`src/rtl/m3i_pkg.sv`:
```
// types, constants and saturation helper for the 3x3 matrix inverse
package m3i_pkg;

  localparam int ELEM_W = 32;
  localparam int PROD_W = 64;
  localparam int COF_W  = 65;
  localparam int CMAG_W = 64;
  localparam int DET_W  = 97;
  localparam int DMAG_W = 96;
  localparam int Q_W    = 32;
  localparam int N_ENT  = 9;
  localparam int N_PROD = 18;
  localparam int N_DIV  = Q_W;

  typedef logic [ELEM_W-1:0] elem_t;
  typedef elem_t [N_ENT-1:0] mat_t;

  // element indexes of the two products of each adjugate entry, row-major
  localparam logic [3:0] COF_IDX [N_ENT][4] = '{
    '{4'd4, 4'd8, 4'd5, 4'd7}, '{4'd2, 4'd7, 4'd1, 4'd8}, '{4'd1, 4'd5, 4'd2, 4'd4},
    '{4'd5, 4'd6, 4'd3, 4'd8}, '{4'd0, 4'd8, 4'd2, 4'd6}, '{4'd2, 4'd3, 4'd0, 4'd5},
    '{4'd3, 4'd7, 4'd4, 4'd6}, '{4'd1, 4'd6, 4'd0, 4'd7}, '{4'd0, 4'd4, 4'd1, 4'd3}
  };

  // one item inside the quotient pipeline
  typedef struct packed {
    logic [N_ENT-1:0][DMAG_W-1:0] rem;
    logic [N_ENT-1:0][Q_W-1:0]    q;
    logic [N_ENT-1:0]             neg;
    logic [N_ENT-1:0]             ovf;
    logic [DMAG_W-1:0]            dmag;
    elem_t                        det_q;
    logic                         det_sat;
    logic                         sing;
  } div_t;

  // one finished result item
  typedef struct packed {
    mat_t  r;
    elem_t det;
    logic  sing;
    logic  sat;
  } res_t;

  typedef struct packed {
    elem_t val;
    logic  sat;
  } sat_t;

  // clip a sign-magnitude value to 32-bit two's complement
  function automatic sat_t sat32(input logic [CMAG_W-1:0] m, input logic neg,
                                 input logic ovf);
    sat_t r;
    r.sat = 1'b0;
    r.val = '0;
    if (neg) begin
      if (ovf || m > CMAG_W'(64'h8000_0000)) begin
        r.sat = 1'b1;
        r.val = 32'h8000_0000;
      end else begin
        r.val = ~m[ELEM_W-1:0] + 1'b1;
      end
    end else begin
      if (ovf || m > CMAG_W'(64'h7FFF_FFFF)) begin
        r.sat = 1'b1;
        r.val = 32'h7FFF_FFFF;
      end else begin
        r.val = m[ELEM_W-1:0];
      end
    end
    return r;
  endfunction

endpackage

```
`src/rtl/m3i_pack.sv`:
```
// output register: quotient clipping, singular masking and flags
module m3i_pack (
  input  logic          clk,
  input  logic          rst_n,
  input  logic          in_valid,
  output logic          in_ready,
  input  m3i_pkg::div_t in_d,
  output logic          out_valid,
  input  logic          out_ready,
  output m3i_pkg::res_t out_res
);

  localparam int CMAG_W = m3i_pkg::CMAG_W;
  localparam int Q_W    = m3i_pkg::Q_W;
  localparam int N_ENT  = m3i_pkg::N_ENT;

  logic          v_r;
  m3i_pkg::res_t res_r, res_nxt;

  assign in_ready = !v_r || out_ready;

  // clip each quotient; a singular matrix gets zero entries, zero det and no sat flag
  always_comb begin
    m3i_pkg::sat_t s;
    logic          any_sat;
    any_sat = in_d.det_sat;
    for (int k = 0; k < N_ENT; k++) begin
      s = m3i_pkg::sat32({{(CMAG_W-Q_W){1'b0}}, in_d.q[k]}, in_d.neg[k], in_d.ovf[k]);
      res_nxt.r[k] = in_d.sing ? '0 : s.val;
      any_sat      = any_sat | s.sat;
    end
    res_nxt.det  = in_d.sing ? '0 : in_d.det_q;
    res_nxt.sing = in_d.sing;
    res_nxt.sat  = !in_d.sing && any_sat;
  end

  always_ff @(posedge clk) begin
    if (!rst_n) begin
      v_r <= 1'b0;
    end else if (in_ready) begin
      v_r <= in_valid;
    end
  end

  always_ff @(posedge clk) begin
    if (in_ready && in_valid) begin
      res_r <= res_nxt;
    end
  end

  assign out_valid = v_r;
  assign out_res   = res_r;

endmodule

```
`config.mk`:
```
export PLATFORM = sky130hd
export DESIGN_NAME = m3i_pack
export DESIGN_NICKNAME = d
export VERILOG_FILES = /design/src/rtl/m3i_pkg.sv /design/src/rtl/m3i_pack.sv
export SDC_FILE = /design/constraint.sdc
export NUM_CORES = 1
export LEC_CHECK = 0
export BUFFER_PORTS_ARGS = -buffer_cell sky130_fd_sc_hd__buf_2
export CAP_MARGIN = 20
export CORE_AREA = 2 2 633 635
export DETAILED_ROUTE_END_ITERATION = 16
export DIE_AREA = 0 0 635 637
export PLACE_DENSITY = 0.3
export SYNTH_ARGS = -nofsm -noshare
export SYNTH_HDL_FRONTEND = slang
export SYNTH_SLANG_ARGS = --single-unit
export TNS_END_PERCENT = 5
```
`constraint.sdc`:
```
create_clock -name clk -period 9.52 [get_ports clk]
set_input_delay 0.952 -clock clk [delete_from_list [all_inputs] [get_ports clk]]
set_output_delay 0.952 -clock clk [all_outputs]
set_load 0.01 [all_outputs]
```
Word level (Yosys, flattened, before mapping) --
Index checks and enable logic that the tools add are counted.
Cells by class: reduce and logical (&&, ||, !) cells 23, order comparisons 18, add/sub/neg operators 9, mux-type cells 45, bitwise operators 18
Operator list (number):
- 2-to-1 mux 32 bit | 18
- 2-to-1 mux 33 bit | 9
- adder 32 x 1 -> 32 bit (second input constant) | 9
- greater-than comparator 32 x 31 -> 1 bit (second input constant) | 9
- greater-than comparator 32 bit (second input constant) | 9
- NOT 32 bit | 9
- logical OR 1 bit | 19
- 2-to-1 mux 1 bit | 18
- OR 1 bit | 9
- logical AND 1 bit | 2
- logical NOT 1 bit | 2
Word-level totals: logic and storage cells 126, bits in registers 323, input port bits 1304, output and inout port bits 324

Depth between registers and ports, before layout --
Gate-level depths: netlist of run 1.
depth after elaboration 14, gate-level depth with buffers 10, depth with buffers taken out 8

Worst setup path before layout of run 1 --
No wires, ideal clock.
path kind input to register, start in out_ready, end reg res_r, in the netlist out_res[0] (enable), required time 8.794 ns, setup slack 0.322 ns, data arrival time 8.471 ns, setup time 0.726 ns, stages 2, buffers on the path 0, path through nand2b_1 and2_1
Between the ends: longest elaborated chain between the ends 2
RTL lines:
- start: declaration | line m3i_pack.sv:9 | input logic out_ready,
- logical OR 1 bit | line m3i_pack.sv:20 | assign in_ready = !v_r || out_ready;
- logical AND 1 bit | line m3i_pack.sv:46 | if (in_ready && in_valid) begin
- end signal: assignment | line m3i_pack.sv:47 | res_r <= res_nxt;
- end: declaration | line m3i_pack.sv:18 | m3i_pkg::res_t res_r, res_nxt;
Every way passes these cells. A chain may end at the register's enable or synchronous reset.

Worst setup path after layout of run 1 --
start in in_d[184] (netlist bit), end reg res_r, in the netlist out_res[82], data pin
Between the ends: longest elaborated chain between the ends 4, elaborated cells on any way between the ends 9, those cells by class add/sub: 1; order compare: 2; mux: 3; bitwise: 1; reduce/logical: 2
RTL lines:
- start: declaration | line m3i_pack.sv:7 | input m3i_pkg::div_t in_d,
- NOT 32 bit, or another cell as far along | line m3i_pkg.sv:61 | r.val = ~m[ELEM_W-1:0] + 1'b1;
- adder 32 x 1 -> 32 bit, or another cell as far along | line m3i_pkg.sv:61
- 2-to-1 mux 32 bit, on equally long branches | line m3i_pkg.sv:57, m3i_pkg.sv:64
- 2-to-1 mux 33 bit * | line m3i_pkg.sv:56 | if (neg) begin
Every way passes the cells marked *; elsewhere a longest branch is shown, timed or not.

==> results.txt, run 1 <==
Total power: 4.71 mW
Design Area, Final: 0.0320 sq mm
Filler cells: 46500
Worst-skew pair later-pin latency: 0.70 ns
Bufs and invs on worst path: 1
Max-slew violation count: 0
Setup Skew: 0.0672 ns
Ports: 1628
Routed via count: 22700
Mapped Cells: 2233
Crit. End Element: flop
Synth-to-layout area growth: 57.8%
Yosys cell types: 71
Gr ovfl total: 0
# rows: 232
Hold Slack: 0.499 ns
WP data required: 9.89 ns
First-pass GRT wire length: 240000 um
Clock tree root driver cell: clkbuf_16
Cell family with most CP delay: simple AND/OR/NAND/NOR gates
Status: finished clean
Clock sinks: 323
Drt via density: 2.76
Inserted Clock Buffers: 50
Hold Path Class: input port to flop
Fmax: 239 MHz
Gp weighted congestion: 0.830
Syn Std Cell Area: 0.0203 sq mm
Final worst-path cycle share: 43.9%
Drt first pass iters: 5
Hpwl dp: 162000 um
Type of origin of the critical path: input port
Max transition margin: 30.4%
Prevailing post-synth register cell: edfxtp_1
Buffers on Ports: 667
RSZ-0062 raised after global routing: no
WL/cell: 23.2 um
CTS tree: done
Crit Path Class: input port to flop
FF+latch count, synth: 323
Setup_tns: 0 ns
Die span in x: 635 um
Resized cells post-CTS: 0
Total track usage: 9.08%
H-tree depth: 2
Final core utilization: 8.04%
Largest fanout on the critical path: 24
Critical path's slowest cell: or4b_1
Fin nets: 4168
Core area: 0.398 sq mm
DP Area: 0.0300 sq mm
Post-cts hold buffer count: 0
DRT Wirelength: 191000 um
Final cell count without fillers: 8213
Share of cells above drive strength 1: 29.7%
Initial core utilization: 5.09%
Antenna violations before repair: 167
1st-iter DRT viols: 1459
Residual DRC: 0
Leak: 9.90 nW
EDFF count, synth: 322
Setup-failing EPs final: 0
Tmin final: 4.18 ns
Die area: 0.404 sq mm
Cell count after placement: 8065
Slowest cell delay on critical path: 0.86 ns
Worst-case clock buffer depth: 3
Slew @ Worst Pin: 1.04 ns
Vias in the first global route: 21700
MaxCap Viol Count: 0
Cell Chain, Critical Path: buf_2, nor3_1, nand2_1, or4b_1, o21ai_4, a21oi_1, a211oi_1
Syn Area/Cell: 9.08 sq um
Power per cell area: 147 mW/mm^2
Largest net degree at the start of global routing: 98
Asr flop ratio synth: 0%
Final setup margin: 5.34 ns
Syn_nets: 3546
Post-route ant nets: 0
CP arrival: 4.54 ns
YS warnings: 0
IR drop worst, VDD: 145 uV
Final Hold Fails: 0
Pre-CTS setup slack: 4.60 ns
Clock-pin slew on the worst setup and hold paths: 0.06 ns
Sequential area share after synthesis: 47.8%
Die Y: 637 um
Post-CTS setup buffer count: 0
==> layout make-up <==
| cell class | instances | area (sq um) | share of cell area [%] |
|---|---|---|---|
| multi-input combinational | 1715 | 9870 | 30.8 |
| sequential | 323 | 9690 | 30.3 |
| tap | 5265 | 6590 | 20.6 |
| timing repair buffer | 707 | 3710 | 11.6 |
| clock buffer | 54 | 1280 | 3.99 |
| clock inverter | 40 | 517 | 1.62 |
| inverter | 58 | 219 | 0.684 |
| antenna | 51 | 128 | 0.399 |
==> state kept, by name (all words and copies together), names as in the netlist <==
signal and flops:
out_res 322, out_valid 1
==> worst paths after layout <==
| kind | from | slack, ns | cells after the start | to |
|---|---|---|---|---|
| min | rst_n | 0.50 | 2 | out_valid$_SDFFE_PN0N_ |
| max reg2reg | out_valid$_SDFFE_PN0N_ | 6.78 | 4 | out_res[152]$_SDFFCE_PP0P_ |
| min reg2reg | out_valid$_SDFFE_PN0N_ | 0.54 | 2 | out_valid$_SDFFE_PN0N_ |
| max | in_d[184] | 5.34 | 7 | out_res[82]$_SDFFCE_PP0P_ |
==> power breakdown <==
part | total, mW | internal [mW] | switching [mW]
clock network | 2.09 | 1.23 | 0.862
logic | 0.892 | 0.241 | 0.651
registers | 1.73 | 1.69 | 0.0373
==> Yosys cell counts, types with 23 or more instances <==
master / number / area, sq um
a211oi_1: 33 / 248
clkbuf_1: 127 / 477
xnor2_1: 23 / 201
nand3b_1: 23 / 173
nor4_1: 74 / 463
nand3_1: 46 / 230
nor2b_1: 37 / 231
or2_2: 23 / 144
a311oi_1: 34 / 298
a21oi_1: 183 / 916
inv_1: 55 / 206
edfxtp_1: 322 / 9670
nand4_1: 31 / 194
o22ai_1: 28 / 175
or3_1: 64 / 400
nor3_1: 127 / 636
o21ai_0: 144 / 721
nand2_1: 181 / 679
nor2_1: 271 / 1020
a31oi_1: 114 / 713
or4_1: 28 / 210
==> cells in the final DEF, fill, tap and decap left out, types with 12 or more instances in the layout <==
master,Yosys,final
diode_2,0,51
and3_1,14,14
a211oi_1,33,32
a21oi_1,183,183
nand3_1,46,46
clkbuf_16,0,50
edfxtp_1,322,322
o21ai_0,144,143
nand3b_1,23,23
nor4_1,74,74
o221a_2,16,16
nor3_1,127,127
or4_1,28,28
xnor2_1,23,23
o22ai_1,28,28
o31ai_1,18,18
nand4_1,31,31
nand2_1,181,181
a211o_1,12,12
a221oi_1,12,12
or2_2,23,23
a311oi_1,34,34
buf_2,4,666
or3_1,64,64
nand4b_1,19,19
nor2_1,271,269
nor2b_1,37,37
a31oi_1,114,111
buf_4,0,35
inv_1,55,54
nand2b_1,18,18
==> kinds of logic after synthesis <==
group                    after synthesis  share of synthesized area [%]
AO/OA/AOI/OAI                        677                           21.5
multiplexers                           3                          0.148
buffers and inverters                195                           3.71
flip-flops                           323                           47.8
AND/OR/NAND/NOR                     1000                           25.2
XOR/XNOR                              26                           1.12
adder cells (fa/ha/maj)                9                          0.556
==> layer usage <==
metal	track usage, %	wire [um]	part of all wire (%)
met5	0	250	0.13
met4	5.40	14500	7.6
met3	3.71	18400	9.6
met2	16.0	93200	49
met1	8.89	64200	34
==> worst register-to-register path: cells and delay by family, from the launching register on <==
kind | cells | cell delay [ns]
buffers and inverters | 2 | 1.30
DFF | 1 | 0.31
and+or+nand+nor | 2 | 0.57
Power figures use the tool's default switching activity.
==> run 2, diff against run 1 <==
CORE_AREA = 2 2 637 639   (was 2 2 633 635)
DIE_AREA = 0 0 639 641   (was 0 0 635 637)
clock period = 4.4 ns   (was 9.52 ns; I/O delays follow)
==> results.txt, run 2 (synthesis gave the netlist of run 1 again) <==
Net Sw Power: 3.24 mW (+110%)
Sequential share of power: 37.6% (+0.9 points)
Die area: 0.410 sq mm (+1.3%)
Commonest cells after routing, fill and taps aside: buf_2, edfxtp_1, nor2_1
Clock share of power: 43.3% (-1.1 points)
Crit Path Class: input port to flop
Share of cells above drive strength 1: 30.1% (+0.39 points)
Max-slew violation count: 0 (unchanged)
Worst-skew pair later-pin latency: 0.68 ns (-0.02 ns)
Fin nets: 4211 (+1.0%)
Worst-case clock buffer depth: 3 (unchanged)
Setup-failing EPs final: 0 (unchanged)
1st-iter DRT viols: 1657 (+14%)
Gr ovfl total: 0 (unchanged)
CP arrival: 3.64 ns (-0.90 ns)
Clock-pin slew on the worst setup and hold paths: 0.06 ns (about the same)
Antenna violations before repair: 131 (-22%)
WL/cell: 22.0 um (-5.4%)
Comb pwr share: 19.1% (+0.2 points)
Hold depth: 2 (unchanged)
Worst-case reg-to-reg path depth: 3 (-1)
Drt via density: 2.74 (-0.81%)
Cell Chain, Critical Path: buf_2, or4_4, or4_1, or4b_1, o21ai_4, a21oi_1, a211oi_1
Clock tree root driver cell: clkbuf_16
Routed via count: 22600 (-0.36%)
Type of origin of the critical path: input port
RSZ-0062 raised after global routing: no
Tmin final: 3.25 ns
Setup_tns: 0 ns (unchanged)
Initial core utilization: 5.04% (-0.051 points)
Final Hold Fails: 0 (unchanged)
Hold Slack: 0.0742 ns (-0.425 ns)
Slew @ Worst Pin: 1.09 ns (+0.0540 ns)
Buffers on Ports: 667 (unchanged)
Largest net degree at the start of global routing: 75 (-23%)
Die span in x: 639 um (+0.63%)
WP depth: 7 (unchanged)
Critical path's slowest cell: or4b_1
Status: finished clean
Total track usage: 8.52% (-0.56 points)
Synth-to-layout area growth: 58.8%
Max transition margin: 26.7% (-3.7 points)
H-tree depth: 2 (unchanged)
Internal power: 6.73 mW (+110%)
Leak: 10.1 nW (+1.6%)
Post-route ant nets: 0 (unchanged)
Drt first pass iters: 8 (+3)
WP data required: 4.79 ns (-5.10 ns)
Most common cell after layout, fill and taps aside: buf_2
Crit. End Element: flop
Ports: 1628 (unchanged)
Max FFs per register: 322 (unchanged)
Bufs and invs on worst path: 1 (unchanged)
Net switching share of the total power: 32.5% (-0.38 points)
Gp weighted congestion: 0.829 (-0.12%)
IR drop worst, VDD: 301 uV (+110%)
# rows: 233 (+0.43%)
Hold Path Class: input port to flop
Hpwl dp: 154000 um (-5.3%)
Slowest cell delay on critical path: 0.82 ns (-0.04 ns)
Residual DRC: 0 (unchanged)
CTS tree: done
FF-to-FF setup slack: 2.53 ns (-4.25 ns)
Resized cells post-CTS: 0 (unchanged)
MaxCap Viol Count: 0 (unchanged)
Die Y: 641 um (+0.63%)
Inserted Clock Buffers: 50 (unchanged)
Setup Skew: 0.0387 ns (-0.0285 ns)
Vias in the first global route: 21800 (+0.25%)
Largest fanout on the critical path: 12 (-50%)
First-pass GRT wire length: 230000 um (-4.1%)
Final worst-path cycle share: 73.8%
Clock sinks: 323 (unchanged)
Cell family with most CP delay: simple AND/OR/NAND/NOR gates
DRT Wirelength: 181000 um (-4.9%)
Core area: 0.402 sq mm (+1.0%)
Power per cell area: 310 mW/mm^2 (+110%)
Fmax: 308 MHz
-- run 2: what timing repair did --
action | 4_1_cts | 5_1_grt
buffers inserted | 0 | 0
hold endpoints to repair | 1 | 0
hold buffers | 2 | 0
-- run 2: stage by stage --
step	std cells	instance area, sq um	util [%]	setup WS (ns)	total power [mW]
global placement	8129	30400	7.56	0.447	5.81
detailed placement	8130	30400	7.56	0.458	5.80
global route	8248	32200	8.00	1.03	10.5
floorplan	2233	20300	-	1.06	4.52
finish	8250	32200	8.00	1.15	9.96
CTS	8225	32100	7.99	1.21	10.3
-- run 2: power by group through the flow --
stage                     clock network (mW)  logic [mW]  registers (mW)
after floorplan                            0       0.611            3.91
after global placement                     0        2.00            3.81
after detailed placement                   0        1.99            3.81
after CTS                               4.53        2.00            3.76
after global routing                    4.58        2.11            3.77
final                                   4.31        1.91            3.75
-- run 2: cell type report --
| type | count | area [sq um] |
|---|---|---|
| Sequential cell | 323 | 9690 |
| Clock inverter | 32 | 395 |
| Multi-Input combinational cell | 1715 | 9860 |
| Antenna cell | 24 | 60.1 |
| Tap cell | 5287 | 6620 |
| Fill cell | 47000 | 370000 |
| Inverter | 58 | 219 |
| Clock buffer | 61 | 1290 |
| Timing Repair Buffer | 750 | 4050 |
-- run 2: final timing paths --
kind	startpoint	endpoint
min reg2reg	out_valid$_SDFFE_PN0N_	out_res[172]$_SDFFCE_PP0P_
min	in_d[14]	out_res[14]$_SDFFCE_PP0P_
max	in_d[190]	out_res[67]$_SDFFCE_PP0P_
max reg2reg	out_valid$_SDFFE_PN0N_	out_res[319]$_SDFFCE_PP0P_
-- run 2: metal layers --
layer / vias up / track usage, % / wire length (um)
met5: - / 0 / 161
met4: 24 / 2.53 / 6540
met3: 360 / 3.16 / 15900
met2: 1026 / 15.3 / 90800
met1: 11100 / 9.27 / 67700
li1: 10100 / - / -
-- run 2: worst register-to-register path, delay by kind of cell, from the launching register on --
kind                   cells  cell delay [ns]
DFF                        1             0.30
buffers and inverters      1             0.48
and+or+nand+nor            2             0.67
==> run 3, diff against run 2 <==
clock period = 3.4 ns   (was 4.4 ns; I/O delays follow)
==> results.txt, run 3 (synthesis gave the netlist of run 1 again) <==
Status: finished clean
WL/cell: 21.8 um (-0.66%)
Type of origin of the critical path: input port
CTS tree: done
Slew @ Worst Pin: 1.06 ns (-0.0388 ns)
Worst-case clock buffer depth: 3 (unchanged)
IR drop worst, VDD: 378 uV (+26%)
Hold Path Class: input port to flop
Hpwl dp: 156000 um (+1.3%)
Final Hold Fails: 0 (unchanged)
1st-iter DRT viols: 1441 (-13%)
Crit. End Element: flop
Total track usage: 8.55% (+0.030 points)
Routed via count: 22900 (+1.2%)
Max FFs per register: 322 (unchanged)
Worst-skew pair later-pin latency: 0.69 ns (about the same)
Slowest cell delay on critical path: 0.67 ns (-0.15 ns)
Cell Chain, Critical Path: dlygate4sd3_1, buf_2, nor4_1, buf_4, nand2_1, nor4_1, buf_4, a31oi_1, or2_2, a311oi_1, buf_4
Most common cell after layout, fill and taps aside: buf_2
Core area: 0.402 sq mm (unchanged)
Share of cells above drive strength 1: 31.9% (+1.8 points)
Largest fanout on the critical path: 13 (+1)
FF-to-FF setup slack: 1.57 ns (-0.96 ns)
Setup Skew: 0.0640 ns (+0.0254 ns)
Pre-CTS setup slack: -0.342 ns (-0.800 ns)
Initial core utilization: 5.04% (unchanged)
Commonest cells after routing, fill and taps aside: buf_2, edfxtp_1, nor2_1
Fmax: 312 MHz
WP data required: 3.96 ns (-0.83 ns)
Buffers on Ports: 667 (unchanged)
DRT Wirelength: 182000 um (+0.62%)
Gr ovfl total: 0 (unchanged)
Power per cell area: 383 mW/mm^2 (+24%)
Final core utilization: 8.20% (+0.20 points)
CP arrival: 3.76 ns (+0.12 ns)
Residual DRC: 0 (unchanged)
Clock tree root driver cell: clkbuf_16
Synth-to-layout area growth: 62.6%
Tmin final: 3.20 ns
Die span in x: 639 um (unchanged)
RSZ-0062 raised after global routing: no
Die Y: 641 um (unchanged)
Critical path's slowest cell: dlygate4sd3_1
First-pass GRT wire length: 231000 um (+0.50%)
Vias in the first global route: 22100 (+1.8%)
Fin nets: 4314 (+2.4%)
Post-route ant nets: 0 (unchanged)
Clock-pin slew on the worst setup and hold paths: 0.06 ns (about the same)
Die area: 0.410 sq mm (unchanged)
Leak: 10.5 nW (+4.8%)
Final setup margin: 0.200 ns (-0.955 ns)
Setup-failing EPs final: 0 (unchanged)
Final worst-path cycle share: 94.1%
Post-CTS setup buffer count: 0 (unchanged)
Largest net degree at the start of global routing: 83 (+11%)
Ports: 1628 (unchanged)
H-tree depth: 2 (unchanged)
Clock sinks: 323 (unchanged)
Drt via density: 2.74 (about the same)
MaxCap Viol Count: 0 (unchanged)
Crit Path Class: input port to flop
Gp weighted congestion: 0.826 (-0.34%)
Max-slew violation count: 0 (unchanged)
Antenna violations before repair: 155 (+18%)
# rows: 233 (unchanged)
Max transition margin: 29.3% (+2.6 points)
Cell mode on critical path: buf_4
Drt first pass iters: 5 (-3)
Inserted Clock Buffers: 49 (-2.0%)
-- run 3: changes by cell type in the layout (fill, tap and decap cells not counted), moves of 3 or more --
cell / previous run / this run
buf_12: 6 / 10
buf_4: 74 / 157
bufinv_16: 7 / 4
clkinv_2: 5 / 9
diode_2: 24 / 27
dlygate4sd3_1: 2 / 20
-- run 3: report_power, final --
part	total (mW)	internal (mW)	switching, mW
Clock	5.25	2.99	2.27
Combinational	2.53	0.779	1.75
Sequential	4.85	4.74	0.113
Total	12.6	8.50	4.13
-- run 3: repair_timing --
item	CTS	global route
gates resized for setup	0	0
hold endpoints to repair	19	0
hold buffers	20	0
-- run 3: final cells by class --
type	instances	area, sq um
inverters	58	219
fillers	46900	369000
multi-input cells	1715	9860
diodes	27	67.6
well taps	5287	6620
clock buffers	60	1270
flip-flops and latches	323	9690
repair buffers	854	4930
clock inverters	32	323
-- run 3: path summary, 6_finish.rpt --
kind	from	endpoint	cells past startpoint
worst max-delay path	in_d[410]	out_res[304]$_SDFFCE_PP0P_	11
worst max register to register	out_valid$_SDFFE_PN0N_	out_res[2]$_SDFFCE_PP0P_	3
worst min-delay path	in_d[379]	out_res[265]$_SDFFCE_PP0P_	2
worst min register to register	out_valid$_SDFFE_PN0N_	out_res[179]$_SDFFCE_PP0P_	2
-- run 3: per-layer routing --
metal / track usage (%) / vias to the layer above / part of all wire, %
li1: - / 10300 / -
met3: 3.00 / 377 / 8.3
met1: 9.43 / 11200 / 38
met2: 15.6 / 979 / 51
met5: 0 / - / 0.10
met4: 1.96 / 28 / 2.8
-- run 3: stage by stage --
| step | instances | setup TNS [ns] | total power [mW] | instance area (sq um) | hold slack, ns |
|---|---|---|---|---|---|
| 5_1_grt | 8348 | 0 | 13.3 | 32900 | 0.0357 |
| 2_1_floorplan | 2233 | 0 | 5.85 | 20300 | 0.439 |
| 3_3_place_gp | 8217 | -0.355 | 7.58 | 31100 | 0.522 |
| 4_1_cts | 8329 | 0 | 13.1 | 32900 | 0.00999 |
| 3_5_place_dp | 8217 | -0.347 | 7.55 | 31100 | 0.566 |
| 6_report | 8356 | 0 | 12.6 | 33000 | 0.0783 |
-- run 3: critical path, delay by kind of cell --
kind                   cells  cell delay [ns]
buffers and inverters      5             1.51
and+or+nand+nor            4             1.16
AOI/OAI and AO/OA          2             0.73
